## config.mk

```make
export PLATFORM = sky130hd
export DESIGN_NAME = mtp_isqrt
export DESIGN_NICKNAME = d
export VERILOG_FILES = /design/src/hw/rtl/mtp_pkg.sv /design/src/hw/rtl/mtp_isqrt.sv
export SDC_FILE = /design/constraint.sdc
export NUM_CORES = 2
export LEC_CHECK = 0
export BUFFER_PORTS_ARGS = -buffer_cell sky130_fd_sc_hd__buf_4
export CORE_MARGIN = 1.5
export CORE_UTILIZATION = 55
export DETAILED_ROUTE_END_ITERATION = 8
export PLACE_DENSITY = 0.71
export SLEW_MARGIN = 20
export SYNTH_ARGS = -nofsm -noshare
export SYNTH_HDL_FRONTEND = slang
export SYNTH_MEMORY_MAX_BITS = 65536
export SYNTH_SLANG_ARGS = --single-unit
```

## constraint.sdc

```tcl
create_clock -name clk_i -period 7.6 [get_ports clk_i]
set_input_delay 1.14 -clock clk_i [delete_from_list [all_inputs] [get_ports clk_i]]
set_output_delay 1.14 -clock clk_i [all_outputs]
set_load 0.02 [all_outputs]
```

## src/hw/rtl/mtp_pkg.sv

```systemverilog
// Shared constants for the momentum to pt/eta/phi/rapidity pipeline.
package mtp_pkg;

  localparam int ROOT_W     = 32;
  localparam int LOG_FRAC   = 20;
  localparam int NORM_STEPS = 6;
  localparam int LG_LAT     = NORM_STEPS + LOG_FRAC;
  localparam int LG_IN_W    = 33;
  localparam int LG_W       = 26;
  localparam int CXY_W      = 36;
  localparam int CZ_W       = 34;

  localparam logic signed [CZ_W-1:0] ANG_HALF_PI = 34'sd1686629713;
  localparam logic signed [16:0]     PHI_LIMIT   = 17'sd25736;
  localparam logic [16:0]            LOG_SAT     = 17'd65536;
  localparam logic [31:0]            K_RAP       = 32'd1488522236;
  localparam logic [31:0]            K_ETA       = 32'd2977044472;

  // atan(2^-i) in units of 2^-30 rad
  localparam logic [29:0] ATAN_TAB [32] = '{
    30'd843314856, 30'd497837829, 30'd263043836, 30'd133525158, 30'd66987894,
    30'd33526107, 30'd16775850, 30'd8388437, 30'd4194282, 30'd2097149,
    30'd1048575, 30'd524287, 30'd262143, 30'd131071, 30'd65535, 30'd32767,
    30'd16383, 30'd8191, 30'd4095, 30'd2047, 30'd1023, 30'd511, 30'd255, 30'd127,
    30'd63, 30'd31, 30'd15, 30'd8, 30'd4, 30'd2, 30'd1, 30'd0
  };

endpackage

```

## src/hw/rtl/mtp_isqrt.sv

```systemverilog
// Pipelined floor square root, one root bit per stage.
module mtp_isqrt (
  input  logic        clk_i,
  input  logic        en_i,
  input  logic [63:0] val_i,
  output logic [31:0] root_o
);

  localparam int N = mtp_pkg::ROOT_W;

  logic [33:0] rem_q  [N];
  logic [31:0] root_q [N];
  logic [63:0] val_q  [N];

  for (genvar j = 0; j < N; j++) begin : g_stage
    logic [33:0] rem_in;
    logic [31:0] root_in;
    logic [63:0] val_in;
    logic [35:0] rem_sh;
    logic [35:0] trial;

    if (j == 0) begin : g_first
      assign rem_in  = '0;
      assign root_in = '0;
      assign val_in  = val_i;
    end else begin : g_next
      assign rem_in  = rem_q[j-1];
      assign root_in = root_q[j-1];
      assign val_in  = val_q[j-1];
    end

    assign rem_sh = {rem_in, val_in[63:62]};
    assign trial  = {2'b00, root_in, 2'b01};

    always_ff @(posedge clk_i) begin
      if (en_i) begin
        val_q[j] <= {val_in[61:0], 2'b00};
        if (rem_sh >= trial) begin
          rem_q[j]  <= 34'(rem_sh - trial);
          root_q[j] <= {root_in[30:0], 1'b1};
        end else begin
          rem_q[j]  <= rem_sh[33:0];
          root_q[j] <= {root_in[30:0], 1'b0};
        end
      end
    end
  end

  assign root_o = root_q[N-1];

endmodule

```

* Word-level counts from Yosys, hierarchy flattened *
Memories as Yosys holds them, arrays and structs flattened.
Cells that the tools add are included.

word-level totals
  flip-flop bits (word level) = 0
  latch bits = 0
  RAM bits = 4096
  bits in read-only memories = 0
  input port bits = 66
  output and inout bits = 32
  logic and storage cells = 389
  memories kept = 3

operators by class
  add/sub/neg operators = 32
  multipliers = 0
  divide/modulo/power cells = 0
  order comparisons = 32
  equality and inequality tests = 0
  shift-type cells = 0
  muxes and demuxes = 258
  bitwise gates (word level) = 64
  reductions and logical operators = 0

memory list
  memory  depth  width  read ports  clocked after Yosys merged registers in  write ports  RTL line         text
  val_q   32     62     31          0                                        32           mtp_isqrt.sv:13  logic [63:0] val_q [N];
  rem_q   32     34     31          0                                        32           mtp_isqrt.sv:11  logic [33:0] rem_q [N];
  root_q  32     32     32          0                                        32           mtp_isqrt.sv:12  logic [31:0] root_q [N];

operators with widths
  kind                 number
  $ge 36x34->1         31
  $mux 34              32
  $sub 34x34->34       31
  $mux 32              32
  $mux 1               194
  $or 1x1->1           64
  $sub 2x1->3 const B  1
  $ge 2x1->1 const B   1

* Logic depth before layout (Yosys ltp) *
An unclocked memory read counts as a cell.

  word-level depth = 6
  depth in mapped cells = 14

* Least setup slack after synthesis *
Ideal clock, no wire load.

  path type = input-to-reg
  start point = in en_i
  end point = mem rem_q[26][0], in the netlist rem_q[1][340] (enable)
  library setup time = 0.440 ns
  data arrival time = 4.070 ns
  data required time = 7.160 ns
  slack = 3.090 ns
  stages on the path = 6
  cell sequence = clkbuf_1 -> clkbuf_1 -> clkbuf_1 -> clkbuf_1 -> clkbuf_1 -> clkbuf_1

RTL lines
  item         RTL line         text
  from (decl)  mtp_isqrt.sv:4   input logic en_i,
  to (decl)    mtp_isqrt.sv:11

==> results.cfg <==
[routing]
wl_per_cell_um = 19.8
post_drt_via_cell_ratio = 5.68
drc = 0
drtIter0Drc = 5334
wl_mm = 245
ant_nets = 0
firstDrtPassIters = 8
num_vias = 70100

[clocking]
clk_pin_slew_ns = 0.06
insertion_delay_ns = 0.93
root_buffer = clkbuf_16
postCtsResizedCells = 0
ctsHoldBuffers = 0
cts_sinks = 2523
htree_levels = 5
numCtsBuffers = 283
cts_setup_buffers = 0
cts_buffer_depth = 4
cts_tree = done

[global_route]
grt_usage = 0.224
grt_pass1_wl_mm = 380
grt_max_degree = 184
grt_pass1_vias = 69000
antenna_found_initial = 2
gr-total-overflow = 0

[layout]
syn2layout_area_growth_pct = 11.0
final_cells = 12300
ff_latch_area_mm2 = 0.0758
fill_cells = 16200
multi_input_area_mm2 = 0.0382
drive_gt1_frac = 0.0725
final_cell_mix = edfxtp_1 (2522), nand2_1 (710), inv_1 (701), o21ai_0 (569), ha_1 (563)
layout_commonest_cell = edfxtp_1
finalNetCount = 9940

[placed_design]
dpl.hpwl_mm = 177
gp_congestion = 0.914
place_inst = 11800
place.port_buffers = 97

[hold_path]
hold_path.class = input port to register
min_from = val_i[58]

[sta]
min_period_ns = 4.40
hold_ws_ns = 0.378
hold_viol = 0
fmax_mhz = 227
period_share = 0.579
setup_tns_ns = 0
finalSetupViolCount = 0
slew_violations = 0
slew_headroom = 0.216
worstMarginPinSlew_ns = 1.18
fin_worst_skew_ns = 0.0557
rsz0062_at_grt = no

[synth]
synth_cell_types = 90
synth_fp_nets = 9683
dominantRegCellSynth = edfxtp_1
async_flop_share = 0
syn_area_mm2 = 0.117
synth.area.mux_share = 0.00647
yosys.area_share.simple = 0.104
synth_compound_area_frac = 0.0920
synthXorXnorAreaFrac = 0.0629
synthAdderAreaFrac = 0.0601
ys_seq_area_frac = 0.646
synth_top_family_by_area = simple AND/OR/NAND/NOR gates
synth_edf_count = 2522
yosys_warnings = 0
synth-seq-cells = 2523
syn_inst = 9054
synth_area_per_cell_um2 = 12.9

[floorplanning]
chipHeight_um = 465
die_w_um = 465
io_pins = 98
rows = 169
dieArea_mm2 = 0.216
initial_core_util = 0.553
coreArea_mm2 = 0.212

[setup_path]
startpoint = rem_q[0][460]
r2r_end = rem_q[0][492]
endpoint_kind = register
cp_max_fo = 32
crit_type = register to register
rrSetupSlack_ns = 3.20
required_ns = 8.24
r2r_start = rem_q[0][460]
crit_end = rem_q[0][492]
arrival_ns = 5.04
crit_path_start_kind = register
rr_worst_depth = 9

[power]
power_uw = 40200
powerDensity_mw_per_mm2 = 309
leakage_uw = 0.0494
ir_worst_vdd_mv = 0.273

[status]
status = completed

[run]
drv_cap = 0
-- per-stage QoR --
step	util	area (µm²)	worst slack, ns
6_report	0.614	130000	3.20
5_1_grt	0.614	130000	2.90
4_1_cts	0.614	130000	3.20
3_5_place_dp	0.573	121000	2.46
3_3_place_gp	0.573	121000	2.56
2_1_floorplan	-	117000	3.09
-- final cells by class --
cell class / count / area share
flip-flops and latches: 2523 / 0.582
multi-input cells: 5653 / 0.294
clock buffers: 351 / 0.0575
well taps: 2821 / 0.0271
inverters: 702 / 0.0203
repair buffers: 148 / 0.00958
clock inverters: 129 / 0.00940
diodes: 1 / 0.0000192
-- worst max-delay path, cell delays in order, from the launching register on --
cell      delay, ns
edfxtp_1       0.43
or3_4          0.40
or3_4          0.35
or3_4          0.34
or3_4          0.36
or4_4          0.45
or4_1          0.65
nor3_4         0.81
nor3_1         0.15
xor2_1         0.19
-- cells by family after synthesis --
kind of cell    after synthesis
simple gates               2427
xor+xnor                    841
buf+inv                     878
mux                          69
compound gates             1753
fa+ha+maj                   563
flops                      2523
-- where the power goes --
part	leakage (µW)	internal [µW]	switching (µW)	total [µW]
clock	0.00425	7710	5210	12900
sequential	0.0243	17700	1310	19000
combinational	0.0208	3420	4810	8230
total	0.0494	28800	11300	40200
-- Yosys cell counts (all sizes together) (98+ instances only) --
master,n,area (µm²)
xnor2,396,3470
nand3,137,686
a21o,237,1780
or3,98,634
nor2,485,1820
inv,702,2640
xor2,445,3900
nand2b,133,832
edfxtp,2522,75700
nor3,235,1190
nor4,126,803
nand2,710,2670
clkbuf,160,602
o21ai,573,2870
ha,563,7040
a21oi,460,2300
-- metal layers --
| metal | global-route usage | routed length, µm |
|---|---|---|
| met1 | 0.270 | 98700 |
| met3 | 0.0315 | 9810 |
| met4 | 0.104 | 11500 |
| met2 | 0.395 | 125000 |
| met5 | 0 | 8 |
-- flip-flops by register name (all words and copies together) (netlist names) --
| name | cells |
|---|---|
| root_q | 528 |
| rem_q | 1003 |
| val_q | 992 |
-- worst min-delay path by stage --
stage | slack, ns | depth (start not counted) | endpoint
3_3_place_gp | 0.40 | 0 | val_q[0][88]
2_1_floorplan | 0.40 | 0 | val_q[0][100]
3_5_place_dp | 0.40 | 0 | val_q[0][104]
6_report | 0.38 | 1 | val_q[0][58]
4_1_cts | 0.30 | 1 | val_q[0][27]
5_1_grt | 0.33 | 1 | val_q[0][47]
Power figures use the tool's default switching activity.
